## config.mk

```make
export PLATFORM = sky130hd
export DESIGN_NAME = stroke_moving_average_smoother_top
export DESIGN_NICKNAME = d
export VERILOG_FILES = /design/src/hw/rtl/smas_pkg.sv /design/src/hw/rtl/smas_ram.sv /design/src/hw/rtl/smas_div.sv /design/src/hw/rtl/stroke_moving_average_smoother_top.sv
export SDC_FILE = /design/constraint.sdc
export NUM_CORES = 2
export LEC_CHECK = 0
export BUFFER_PORTS_ARGS = -buffer_cell sky130_fd_sc_hd__buf_2
export CORE_AREA = 2 2 365 367
export DETAILED_ROUTE_END_ITERATION = 7
export DIE_AREA = 0 0 367 369
export GPL_TIMING_DRIVEN = 0
export PLACE_DENSITY_LB_ADDON = 0.15
export SYNTH_ARGS = -nofsm -noshare
export SYNTH_HDL_FRONTEND = slang
export SYNTH_SLANG_ARGS = --single-unit
```

## constraint.sdc

```tcl
create_clock -name clk_i -period 7.8 [get_ports clk_i]
set_input_delay 0.39 -clock clk_i [delete_from_list [all_inputs] [get_ports clk_i]]
set_output_delay 0.39 -clock clk_i [all_outputs]
set_load 0.02 [all_outputs]
```

## src/hw/rtl/smas_pkg.sv

```systemverilog
// ----------------------------------------------------------------------------
// smas_pkg
// Shared constants and types of the stroke moving-average smoother.
// ----------------------------------------------------------------------------
package smas_pkg;

  localparam int COORD_BITS      = 16;
  localparam int MAX_HALF_WINDOW = 15;
  localparam int HW_W            = 4;
  localparam int RING_DEPTH      = 2 * MAX_HALF_WINDOW + 1;
  localparam int RING_AW         = $clog2(RING_DEPTH);
  localparam int POINT_W         = 2 * COORD_BITS;
  localparam int SUM_W           = COORD_BITS + $clog2(RING_DEPTH);
  localparam int DIV_W           = HW_W + 1;
  localparam int STEP_W          = $clog2(SUM_W + 1);
  localparam int BACK_W          = RING_AW + 1;
  localparam int PADDR_W         = 3;
  localparam int PDATA_W         = 32;

  // register index taken from paddr bit 2 (byte address 4*i)
  localparam logic REG_HALF_WINDOW = 1'b0;
  localparam logic [HW_W-1:0] HALF_WINDOW_RST = HW_W'(2);

  typedef struct packed {
    logic [COORD_BITS-1:0] y;
    logic [COORD_BITS-1:0] x;
  } point_t;

endpackage

```

## src/hw/rtl/smas_ram.sv

```systemverilog
// ----------------------------------------------------------------------------
// smas_ram
// Generic single-write, single-read RAM with registered read data.
// ----------------------------------------------------------------------------
module smas_ram #(
  parameter int WIDTH = 32,
  parameter int DEPTH = 31
) (
  input  logic                     clk_i,
  input  logic                     we_i,
  input  logic [$clog2(DEPTH)-1:0] waddr_i,
  input  logic [WIDTH-1:0]         wdata_i,
  input  logic [$clog2(DEPTH)-1:0] raddr_i,
  output logic [WIDTH-1:0]         rdata_o
);

  logic [WIDTH-1:0] mem_q [DEPTH];

  always_ff @(posedge clk_i) begin
    if (we_i) begin
      mem_q[waddr_i] <= wdata_i;
    end
    rdata_o <= mem_q[raddr_i];
  end

endmodule

```

## src/hw/rtl/smas_div.sv

```systemverilog
// ----------------------------------------------------------------------------
// smas_div
// Radix-2 restoring divider, one quotient bit per cycle for both coordinate
// sums in parallel against the common window size.
// ----------------------------------------------------------------------------
module smas_div (
  input  logic                          clk_i,
  input  logic                          rst_ni,
  input  logic                          start_i,
  input  logic [smas_pkg::SUM_W-1:0]    dvd_x_i,
  input  logic [smas_pkg::SUM_W-1:0]    dvd_y_i,
  input  logic [smas_pkg::DIV_W-1:0]    divisor_i,
  output logic                          done_o,
  output logic [smas_pkg::COORD_BITS-1:0] quot_x_o,
  output logic [smas_pkg::COORD_BITS-1:0] quot_y_o
);
  import smas_pkg::*;

  logic              busy_q, busy_d;
  logic              done_q, done_d;
  logic [STEP_W-1:0] step_q, step_d;
  logic [DIV_W-1:0]  div_q, div_d;
  logic [SUM_W-1:0]  dx_q, dx_d, dy_q, dy_d;
  logic [DIV_W-1:0]  rx_q, rx_d, ry_q, ry_d;
  logic [DIV_W:0]    tx, ty;
  logic              gx, gy;

  always_comb begin
    tx = {rx_q, dx_q[SUM_W-1]};
    ty = {ry_q, dy_q[SUM_W-1]};
    gx = tx >= {1'b0, div_q};
    gy = ty >= {1'b0, div_q};
  end

  always_comb begin
    busy_d = busy_q;
    done_d = 1'b0;
    step_d = step_q;
    div_d  = div_q;
    dx_d   = dx_q;
    dy_d   = dy_q;
    rx_d   = rx_q;
    ry_d   = ry_q;
    if (start_i) begin
      busy_d = 1'b1;
      step_d = '0;
      div_d  = divisor_i;
      dx_d   = dvd_x_i;
      dy_d   = dvd_y_i;
      rx_d   = '0;
      ry_d   = '0;
    end else if (busy_q) begin
      rx_d = gx ? DIV_W'(tx - {1'b0, div_q}) : tx[DIV_W-1:0];
      ry_d = gy ? DIV_W'(ty - {1'b0, div_q}) : ty[DIV_W-1:0];
      dx_d = {dx_q[SUM_W-2:0], gx};
      dy_d = {dy_q[SUM_W-2:0], gy};
      step_d = step_q + STEP_W'(1);
      if (step_q == STEP_W'(SUM_W - 1)) begin
        busy_d = 1'b0;
        done_d = 1'b1;
      end
    end
  end

  always_ff @(posedge clk_i or negedge rst_ni) begin
    if (!rst_ni) begin
      busy_q <= 1'b0;
      done_q <= 1'b0;
      step_q <= '0;
    end else begin
      busy_q <= busy_d;
      done_q <= done_d;
      step_q <= step_d;
    end
  end

  always_ff @(posedge clk_i) begin
    div_q <= div_d;
    dx_q  <= dx_d;
    dy_q  <= dy_d;
    rx_q  <= rx_d;
    ry_q  <= ry_d;
  end

  assign done_o   = done_q;
  assign quot_x_o = dx_q[COORD_BITS-1:0];
  assign quot_y_o = dy_q[COORD_BITS-1:0];

endmodule

```

## src/hw/rtl/stroke_moving_average_smoother_top.sv

```systemverilog
// ----------------------------------------------------------------------------
// stroke_moving_average_smoother_top
// Centered moving average over pen strokes with edge replication.
// ----------------------------------------------------------------------------
// Each output point is the truncated mean of the 2K+1 stroke points around
// it (K = half_window), the first and last stroke points standing in past the
// stroke edges. Outputs trail the input by K points; a point with tlast set
// flushes the rest of the stroke, and the output with tlast ends the stroke.
// The input is taken only while the block is idle. Each result is made in
// steps: the point ring is read one entry per cycle through its single read
// port, a drain state lets the last read term be added, a start state loads
// the bit-serial divider, which yields 21 quotient bits and then signals
// done, and the output register is loaded; a stalled output register holds
// the block in its last state. An input that yields no result is taken
// without leaving the idle state.
module stroke_moving_average_smoother_top (
  input  logic                          clk_i,
  input  logic                          rst_ni,
  input  logic                          s_axis_tvalid,
  output logic                          s_axis_tready,
  input  logic [smas_pkg::POINT_W-1:0]  s_axis_tdata,  // point_x, point_y
  input  logic                          s_axis_tuser,  // pen_is_down
  input  logic                          s_axis_tlast,  // stroke_end
  output logic                          m_axis_tvalid,
  input  logic                          m_axis_tready,
  output logic [smas_pkg::POINT_W-1:0]  m_axis_tdata,  // smooth_x, smooth_y
  output logic                          m_axis_tuser,  // pen_down_out
  output logic                          m_axis_tlast,  // stroke_done
  input  logic                          psel,
  input  logic                          penable,
  input  logic                          pwrite,
  input  logic [smas_pkg::PADDR_W-1:0]  paddr,
  input  logic [smas_pkg::PDATA_W-1:0]  pwdata,
  output logic [smas_pkg::PDATA_W-1:0]  prdata,
  output logic                          pready
);
  import smas_pkg::*;

  localparam logic [2:0] ST_IDLE  = 3'd0;
  localparam logic [2:0] ST_SUM   = 3'd1;
  localparam logic [2:0] ST_DRAIN = 3'd2;
  localparam logic [2:0] ST_START = 3'd3;
  localparam logic [2:0] ST_DIV   = 3'd4;
  localparam logic [2:0] ST_EMIT  = 3'd5;

  logic [2:0]         state_q, state_d;
  logic [HW_W-1:0]    hw_q;
  logic [HW_W-1:0]    k_q, k_d, lag_q, lag_d, k_cur;
  logic [RING_AW-1:0] j_q, j_d, head_q, head_d, ps_q, ps_d, ps_new;
  logic               pen_q, pen_d, last_q, last_d;
  point_t             first_q, first_d;
  logic [SUM_W-1:0]   accx_q, accx_d, accy_q, accy_d;
  logic               pend_q, pend_d, pfirst_q, pfirst_d;
  logic               ovalid_q, ovalid_d;
  point_t             odata_q, odata_d;
  logic               open_q, open_d, olast_q, olast_d;

  logic               in_xfer, cfg_wr;
  logic signed [BACK_W-1:0] back_s;
  logic [RING_AW-1:0] back_u, raddr;
  logic [RING_AW:0]   slot_t;
  logic               use_first;
  point_t             rdata, term, in_pt;
  logic               div_start, div_done;
  logic [COORD_BITS-1:0] qx, qy;

  // configuration port
  assign pready = 1'b1;
  assign cfg_wr = psel && penable && pwrite && pready;
  assign prdata = (paddr[2] == REG_HALF_WINDOW) ? PDATA_W'(hw_q) : '0;

  always_ff @(posedge clk_i or negedge rst_ni) begin
    if (!rst_ni) begin
      hw_q <= HALF_WINDOW_RST;
    end else if (cfg_wr && paddr[2] == REG_HALF_WINDOW) begin
      hw_q <= pwdata[HW_W-1:0];
    end
  end

  assign s_axis_tready = (state_q == ST_IDLE);
  assign in_xfer       = s_axis_tvalid && s_axis_tready;
  assign in_pt         = s_axis_tdata;
  assign k_cur = (hw_q > HW_W'(MAX_HALF_WINDOW)) ? HW_W'(MAX_HALF_WINDOW) : hw_q;
  assign ps_new = (ps_q < RING_AW'(RING_DEPTH)) ? ps_q + RING_AW'(1) : ps_q;

  // window term address
  always_comb begin
    back_s = $signed({{(BACK_W-HW_W){1'b0}}, lag_q})
           - $signed({{(BACK_W-HW_W){1'b0}}, k_q})
           + $signed({{(BACK_W-RING_AW){1'b0}}, j_q});
    back_u    = back_s[BACK_W-1] ? '0 : back_s[RING_AW-1:0];
    use_first = back_u >= ps_q;
    slot_t    = {1'b0, head_q} + (RING_AW+1)'(RING_DEPTH - 1) - {1'b0, back_u};
    raddr     = (slot_t >= (RING_AW+1)'(RING_DEPTH))
              ? RING_AW'(slot_t - (RING_AW+1)'(RING_DEPTH)) : slot_t[RING_AW-1:0];
  end

  smas_ram #(
    .WIDTH (POINT_W),
    .DEPTH (RING_DEPTH)
  ) u_ring (
    .clk_i   (clk_i),
    .we_i    (in_xfer),
    .waddr_i (head_q),
    .wdata_i (in_pt),
    .raddr_i (raddr),
    .rdata_o (rdata)
  );

  assign term      = pfirst_q ? first_q : rdata;
  assign div_start = (state_q == ST_START);

  smas_div u_div (
    .clk_i     (clk_i),
    .rst_ni    (rst_ni),
    .start_i   (div_start),
    .dvd_x_i   (accx_q),
    .dvd_y_i   (accy_q),
    .divisor_i ({k_q, 1'b1}),
    .done_o    (div_done),
    .quot_x_o  (qx),
    .quot_y_o  (qy)
  );

  always_comb begin
    state_d  = state_q;
    k_d      = k_q;
    lag_d    = lag_q;
    j_d      = j_q;
    head_d   = head_q;
    ps_d     = ps_q;
    pen_d    = pen_q;
    last_d   = last_q;
    first_d  = first_q;
    accx_d   = accx_q;
    accy_d   = accy_q;
    pend_d   = 1'b0;
    pfirst_d = use_first;
    ovalid_d = ovalid_q && !m_axis_tready;
    odata_d  = odata_q;
    open_d   = open_q;
    olast_d  = olast_q;

    if (pend_q) begin
      accx_d = accx_q + SUM_W'(term.x);
      accy_d = accy_q + SUM_W'(term.y);
    end

    unique case (state_q)
      ST_IDLE: begin
        if (in_xfer) begin
          if (ps_q == '0) begin
            first_d = in_pt;
          end
          head_d = (head_q == RING_AW'(RING_DEPTH - 1)) ? '0 : head_q + RING_AW'(1);
          ps_d   = ps_new;
          k_d    = k_cur;
          pen_d  = s_axis_tuser;
          last_d = s_axis_tlast;
          j_d    = '0;
          accx_d = '0;
          accy_d = '0;
          if (s_axis_tlast) begin
            lag_d   = (ps_new - RING_AW'(1) > RING_AW'(k_cur))
                    ? k_cur : HW_W'(ps_new - RING_AW'(1));
            state_d = ST_SUM;
          end else if (ps_new > RING_AW'(k_cur)) begin
            lag_d   = k_cur;
            state_d = ST_SUM;
          end
        end
      end
      ST_SUM: begin
        pend_d = 1'b1;
        j_d    = j_q + RING_AW'(1);
        if (j_q == RING_AW'({k_q, 1'b0})) begin
          state_d = ST_DRAIN;
        end
      end
      ST_DRAIN: begin
        state_d = ST_START;
      end
      ST_START: begin
        state_d = ST_DIV;
      end
      ST_DIV: begin
        if (div_done) begin
          state_d = ST_EMIT;
        end
      end
      ST_EMIT: begin
        if (!ovalid_q || m_axis_tready) begin
          ovalid_d = 1'b1;
          odata_d  = '{y: qy, x: qx};
          open_d   = pen_q;
          olast_d  = last_q && (lag_q == '0);
          if (last_q && lag_q != '0) begin
            lag_d   = lag_q - HW_W'(1);
            j_d     = '0;
            accx_d  = '0;
            accy_d  = '0;
            state_d = ST_SUM;
          end else begin
            if (last_q) begin
              ps_d = '0;
            end
            state_d = ST_IDLE;
          end
        end
      end
      default: begin
        state_d = ST_IDLE;
      end
    endcase
  end

  always_ff @(posedge clk_i or negedge rst_ni) begin
    if (!rst_ni) begin
      state_q  <= ST_IDLE;
      head_q   <= '0;
      ps_q     <= '0;
      pend_q   <= 1'b0;
      ovalid_q <= 1'b0;
    end else begin
      state_q  <= state_d;
      head_q   <= head_d;
      ps_q     <= ps_d;
      pend_q   <= pend_d;
      ovalid_q <= ovalid_d;
    end
  end

  always_ff @(posedge clk_i) begin
    k_q      <= k_d;
    lag_q    <= lag_d;
    j_q      <= j_d;
    pen_q    <= pen_d;
    last_q   <= last_d;
    first_q  <= first_d;
    accx_q   <= accx_d;
    accy_q   <= accy_d;
    pfirst_q <= pfirst_d;
    odata_q  <= odata_d;
    open_q   <= open_d;
    olast_q  <= olast_d;
  end

  assign m_axis_tvalid = ovalid_q;
  assign m_axis_tdata  = odata_q;
  assign m_axis_tuser  = open_q;
  assign m_axis_tlast  = olast_q;

endmodule

```

# Yosys cells after proc, flatten, opt, wreduce, memory -nomap -nowiden
# Memories as Yosys holds them, arrays and structs flattened. A register that Yosys moved wholly into a read port is not among the register bits.
# Cells that the tools add are included.
# classes
addsub	15
magnitude_cmp	8
n_eq_ne	16
mux	60
n_bitwise	1
reduce_logical	24
# op_table
operator	n
2-to-1 mux 21 bit	12
case mux 21 bit (2 select lines)	2
2-to-1 mux 5 bit	15
adder 21 x 16 -> 21 bit	2
2-to-1 mux 32 bit	1
2-to-1 mux 4 bit	8
adder 5 x 1 -> 5 bit, second input constant	4
2-to-1 mux 3 bit	6
case mux 3 bit (6 select lines)	1
case mux 5 bit (3 select lines)	1
AND reduction 5 bit	3
greater-or-equal comparator 6 x 5 -> 1 bit	2
2-to-1 mux 1 bit	12
== test 5 bit, second input constant	2
greater-than comparator 5 x 4 -> 1 bit	2
inequality test 2 bit, second input constant	5
case mux 5 bit (2 select lines)	1
subtractor 5 bit	2
case mux 4 bit (2 select lines)	1
logical AND 1 bit	7
adder 5 x 5 -> 6 bit, second input constant	1
adder 5 x 6 -> 6 bit	1
== test 3 x 2 -> 1 bit, second input constant	2
== test 3 bit, second input constant	2
other kinds (25)	29
# totals
regBits	206
mem_bits_rw	992
input_bits	76
output_inout_bits	69
word_cells	153
n_memories	1
# memory_table
memory	depth	word_bits	read_ports	rd_clocked_by_memory_dff	wr	line	text
u_ring.mem_q	31	32	1	1	1	smas_ram.sv:17	logic [WIDTH-1:0] mem_q [DEPTH];

# Longest topological paths before layout
# logic_depth
ltp_word	8
depth_mapped	29
ltp_nobuf	24

# Modules after synthesis
# From an unflattened synthesis, not the netlist that was laid out.
# unflattened
cells_unflattened	3015
hier_area_um2	50696.1
# modules_own_cells
mod	n_inst	cells_each	area_per_inst_um2	seq_area_each_um2
smas_ram	1	1915	38692.1	30429.2
stroke_moving_average_smoother_top	1	833	8658.3	3769.9
smas_div	1	267	3345.7	1786.7

# Worst setup path after synthesis
# OpenSTA, ideal clock, no wires.
# synth_timing
path_kind	reg-to-reg
start	register k_q[0]
end	register u_ring.rdata_o[24] (read register of u_ring.mem_q)
setup_ns	0.088
arrival_time_ns	5.495
required_ns	7.712
slack_ns	2.218
path_stages_with_launch	27
n_path_buf	5
period_less_slack_ns	5.582
path_cell_list	edfxtp_1 > ha_1 > inv_1 > fa_1 > ha_1 > a21o_1 > a21oi_1 > o21bai_1 > a21oi_1 > xnor2_1 > nor2b_1 > ha_1 > inv_1 > buf_2 > clkbuf_1 > ha_1 > nand2_1 > or2_1 > o32a_1 > buf_6 > mux2_4 > buf_4 > buf_4 > mux2i_1 > a22oi_1 > a31oi_1 > nor4_2
# synth_between
elab_chain_len	6
elab_cells_between_ends	7
classes_between	add/sub: 4; order compare: 1; mux: 2
# synth_lines
item	line	text
start: declaration	stroke_moving_average_smoother_top.sv:48	logic [HW_W-1:0] k_q, k_d, lag_q, lag_d, k_cur;
start signal: assignment	stroke_moving_average_smoother_top.sv:234	k_q <= k_d;
subtractor 4 x 4 -> 5 bit *	stroke_moving_average_smoother_top.sv:89	- $signed({{(BACK_W-HW_W){1'b0}}, k_q})
adder 5 x 6 -> 6 bit *	stroke_moving_average_smoother_top.sv:90	+ $signed({{(BACK_W-RING_AW){1'b0}}, j_q});
2-to-1 mux 5 bit *	stroke_moving_average_smoother_top.sv:91	back_u = back_s[BACK_W-1] ? '0 : back_s[RING_AW-1:0];
subtractor 6 x 5 -> 6 bit *	stroke_moving_average_smoother_top.sv:93	slot_t = {1'b0, head_q} + (RING_AW+1)'(RING_DEPTH - 1) - {1'b0, back_u};
subtractor 5 bit / greater-or-equal comparator 6 x 5 -> 1 bit (equally long branches)	stroke_moving_average_smoother_top.sv:95, stroke_moving_average_smoother_top.sv:94	
2-to-1 mux 5 bit *	stroke_moving_average_smoother_top.sv:95	? RING_AW'(slot_t - (RING_AW+1)'(RING_DEPTH)) : slot_t[RING_AW-1:0];
end: declaration	smas_ram.sv:14	output logic [WIDTH-1:0] rdata_o
# Mark *: on every way between the ends. The rest lies on a longest branch, timed or not.
# A chain may end at the register's enable or synchronous reset.

# Final worst setup path
# layout_timing
start	register k_q[0]
end	register u_ring.rdata_o[5] (read register of u_ring.mem_q)
# Same word-level chain as after synthesis.

==> flow_metrics.env <==
export IMPL_grt_max_degree=36
export IMPL_design_area_um2=60370
export IMPL_antenna_found_initial=7
export IMPL_die_area_um2=135400
export IMPL_cts_tree="yes"
export IMPL_worstHoldStart="s_axis_tvalid"
export IMPL_drc_errors=0
export IMPL_layout_common_cells="edfxtp_1, mux2i_1, nand2_1, nor2_1, clkbuf_1"
export IMPL_ys_async_sr_fraction_pct=2.114
export IMPL_layout_commonest_cell="edfxtp_1"
export IMPL_final_net_count=4139
export IMPL_critical_path_class="register to register"
export IMPL_hold_viol_final=0
export IMPL_globalplace_congestion=0.8787
export IMPL_clkTransAtPathRegs_ns=0.06
export IMPL_rr_startpoint="k_q[0]$_DFFE_PP_"
export IMPL_cts_root_buf="clkbuf_16"
export IMPL_viasPerCell=5.493
export IMPL_grt_usage_pct=21.61
export IMPL_h_tree_depth=4
export IMPL_ys_warnings_count=0
export IMPL_initial_core_util_pct=39.80
export IMPL_numCtsBuffers=135
export IMPL_relSlewSlack_pct=5.953
export IMPL_hold_class="input port to register"
export IMPL_syn_avg_cell_area_um2=14.17
export IMPL_dp_cells=5584
export IMPL_grt_overflow_total=0
export IMPL_grt_pass1_wl_mm=214.5
export IMPL_core_area_um2=131100
export IMPL_synth_seq_cells=1230
export IMPL_yosysSeqAreaShare_pct=68.90
export IMPL_grt_pass1_vias=31450
export IMPL_multi_input_area_um2=15190
export IMPL_fin_worst_skew_ns=0.02414
export IMPL_worst_slack_ns=0.3361
export IMPL_clk_latency_ns=0.76
export IMPL_die_w_um=367
export IMPL_portBuffers=85
export IMPL_die_h_um=369
export IMPL_worstMarginPinSlew_ns=1.404
export IMPL_max_clock_freq_ghz=0.1340
export IMPL_crit_fanout=10
export IMPL_seqCellArea_um2=35960
export IMPL_first_pass_iters=6
export IMPL_crit_start="k_q[0]$_DFFE_PP_"
export IMPL_worstPathRequired_ns=8.38
export IMPL_fin_crit_ns=7.464
export IMPL_rsz0062_at_grt="no"
export IMPL_synth_area_um2=52190
export IMPL_drive_gt1_share_pct=13.14
export IMPL_finalSetupTns_ns=0
export IMPL_drt_first_iter_violations=2978
export IMPL_start_kind="register"
export IMPL_setup_violations=0
export IMPL_dp_slack_ns=-0.3421
export IMPL_fillers=11630
export IMPL_cap_violations=0
export IMPL_detail_route_antenna_nets=0
export IMPL_vias=32080
export IMPL_endpoint_kind="register"
export IMPL_outcome="complete, no violations"
export IMPL_cts_setup_buffers=0
export IMPL_area_growth_pct=15.67
export IMPL_io_pin_count=145
export IMPL_clock_path_buffers=3
export IMPL_dpl_hpwl_mm=100.5
export IMPL_synth_ff_type="edfxtp_1"
export IMPL_drv_slew=0
export IMPL_period_share_pct=95.69
export IMPL_netlist_instances=3683
export IMPL_synth_edf_count=1119
export IMPL_fin_cells=5839
export IMPL_wirelength_mm=147.5
export IMPL_rows=133
export IMPL_worst_ep_arrival_time_ns=8.05
export IMPL_yosysUniqueCellTypes=80
export IMPL_cts_sinks=1230
export IMPL_detail_route_wl_per_cell_um=25.26
export IMPL_place_area_um2=55870
final timing paths:
path                            slack (ns)                   endpoint  cells past startpoint
worst max-delay path                  0.34  u_ring.rdata_o[5]$_DFF_P_                     25
worst min-delay path                  0.07     state_q[0]$_DFFE_PN0P_                      4
worst max register to register        0.34  u_ring.rdata_o[5]$_DFF_P_                     25
worst min register to register        0.43     m_axis_tuser$_DFFE_PP_                      0
max in group asynchronous             7.16     u_div.busy_q$_DFF_PN0_                      2
min in group asynchronous             0.21      head_q[1]$_DFFE_PN0P_                      2
area by class of cell:
| class | count | area share (%) |
|---|---|---|
| flip-flops and latches | 1230 | 59.56 |
| clock inverters | 63 | 0.8850 |
| multi-input cells | 2158 | 25.16 |
| inverters | 63 | 0.3917 |
| well taps | 1755 | 3.637 |
| clock buffers | 181 | 6.294 |
| diodes | 4 | 0.01658 |
| plain buffers | 259 | 2.058 |
| repair buffers | 126 | 1.998 |
routing by layer:
metal / routed length, um / vias up / part of all wire (%) / global-route usage [%]
met1: 64300 / 16070 / 44 / 29.32
met4: 3851 / 0 / 2.6 / 6.936
met3: 8754 / 194 / 5.9 / 3.371
met5: 0 / - / 0 / 0
met2: 70620 / 1035 / 48 / 35.60
li1: - / 14770 / - / -
worst max-delay path, cell delays in order (launching register included):
cell      delay, ns
edfxtp_1       0.46
ha_1           0.23
inv_1          0.08
fa_1           0.45
ha_1           0.30
a21o_1         0.18
a21oi_1        0.21
o21bai_1       0.08
a21oi_1        0.17
xnor2_1        0.22
nor2b_1        0.15
ha_1           0.37
inv_1          0.14
buf_2          0.28
clkbuf_2       0.29
ha_1           0.24
nand2_1        0.10
or2_1          0.26
o32a_1         0.36
buf_6          0.15
o31ai_2        0.69
and2b_1        0.32
nand2_1        0.23
clkbuf_1       0.36
o22ai_1        0.85
nor4_2         0.08
cells by family after synthesis:
family | after synthesis | synth area share [%]
AO/OA/AOI/OAI | 604 | 8.274
flip-flops | 1230 | 68.90
multiplexers | 389 | 7.583
AND/OR/NAND/NOR | 982 | 9.050
other | 2 | 0.01439
adder cells (fa/ha/maj) | 91 | 2.278
buffers and inverters | 322 | 2.819
XOR/XNOR | 63 | 1.086
metrics by stage:
step	hold WS [ns]	util, %
2_1_floorplan	0.09441	-
3_3_place_gp	0.4026	41.88
3_5_place_dp	0.4218	42.60
4_1_cts	0.009667	46.00
5_1_grt	0.07045	46.04
6_report	0.07055	46.04
sequential cells by signal, summed over array words and instances (netlist names), 4 cells and up:
name	flops
m_axis_tdata	32
u_div.rx_q	5
u_ring.mem_q	992
u_div.ry_q	5
head_q	5
u_div.dy_q	21
accx_q	21
first_q	32
u_div.dx_q	21
accy_q	21
ps_q	5
j_q	5
hw_q	4
u_div.step_q	5
u_div.div_q	4
lag_q	4
u_ring.rdata_o	32
k_q	4
repair_timing:
item | CTS | global route
gates resized for setup | 8 | 10
setup endpoints to repair | 8 | 28
endpoints found under the hold margin | 31 | 0
hold buffers | 7 | 0
synth_stat cells (4+ instances only):
| cell type | number | area (um^2) |
|---|---|---|
| edfxtp_1 | 1119 | 33600 |
| mux2i_1 | 350 | 3503 |
| nand2_1 | 315 | 1182 |
| nor2_1 | 252 | 945.9 |
| a21oi_1 | 146 | 730.7 |
| clkbuf_1 | 138 | 518.0 |
| or3_1 | 131 | 819.5 |
| o221ai_1 | 94 | 823.3 |
| nand3_1 | 92 | 460.4 |
| dfxtp_1 | 85 | 1702 |
| ha_1 | 83 | 1039 |
| nor4_1 | 78 | 488.0 |
| a311oi_1 | 66 | 578.1 |
| inv_1 | 63 | 236.5 |
| buf_2 | 60 | 300.3 |
| o21ai_0 | 45 | 225.2 |
| buf_4 | 44 | 330.3 |
| a31oi_1 | 39 | 244.0 |
| o22ai_1 | 39 | 244.0 |
| mux2_2 | 37 | 416.7 |
| xnor2_1 | 37 | 324.1 |
| a22o_1 | 33 | 289.0 |
| a22oi_1 | 31 | 232.7 |
| o22a_1 | 30 | 262.8 |
| nor3_1 | 28 | 140.1 |
| dfrtp_1 | 25 | 625.6 |
| xor2_1 | 24 | 210.2 |
| a21o_1 | 21 | 157.7 |
| nor4_2 | 15 | 187.7 |
| buf_1 | 14 | 52.55 |
| nand2b_1 | 14 | 87.58 |
| a211oi_1 | 13 | 97.59 |
| nand4_1 | 10 | 62.56 |
| o21bai_1 | 9 | 67.56 |
| and3_1 | 7 | 43.79 |
| fa_1 | 7 | 140.1 |
| nor2b_1 | 7 | 43.79 |
| o31ai_1 | 7 | 52.55 |
| and2_1 | 6 | 37.54 |
| nor3b_1 | 6 | 45.04 |
| o211ai_1 | 4 | 30.03 |
| or2_2 | 4 | 25.02 |
Power is left out: the tool's default activity adds up to more than one toggle a clock period on the data nets, which glitch-free logic cannot reach.
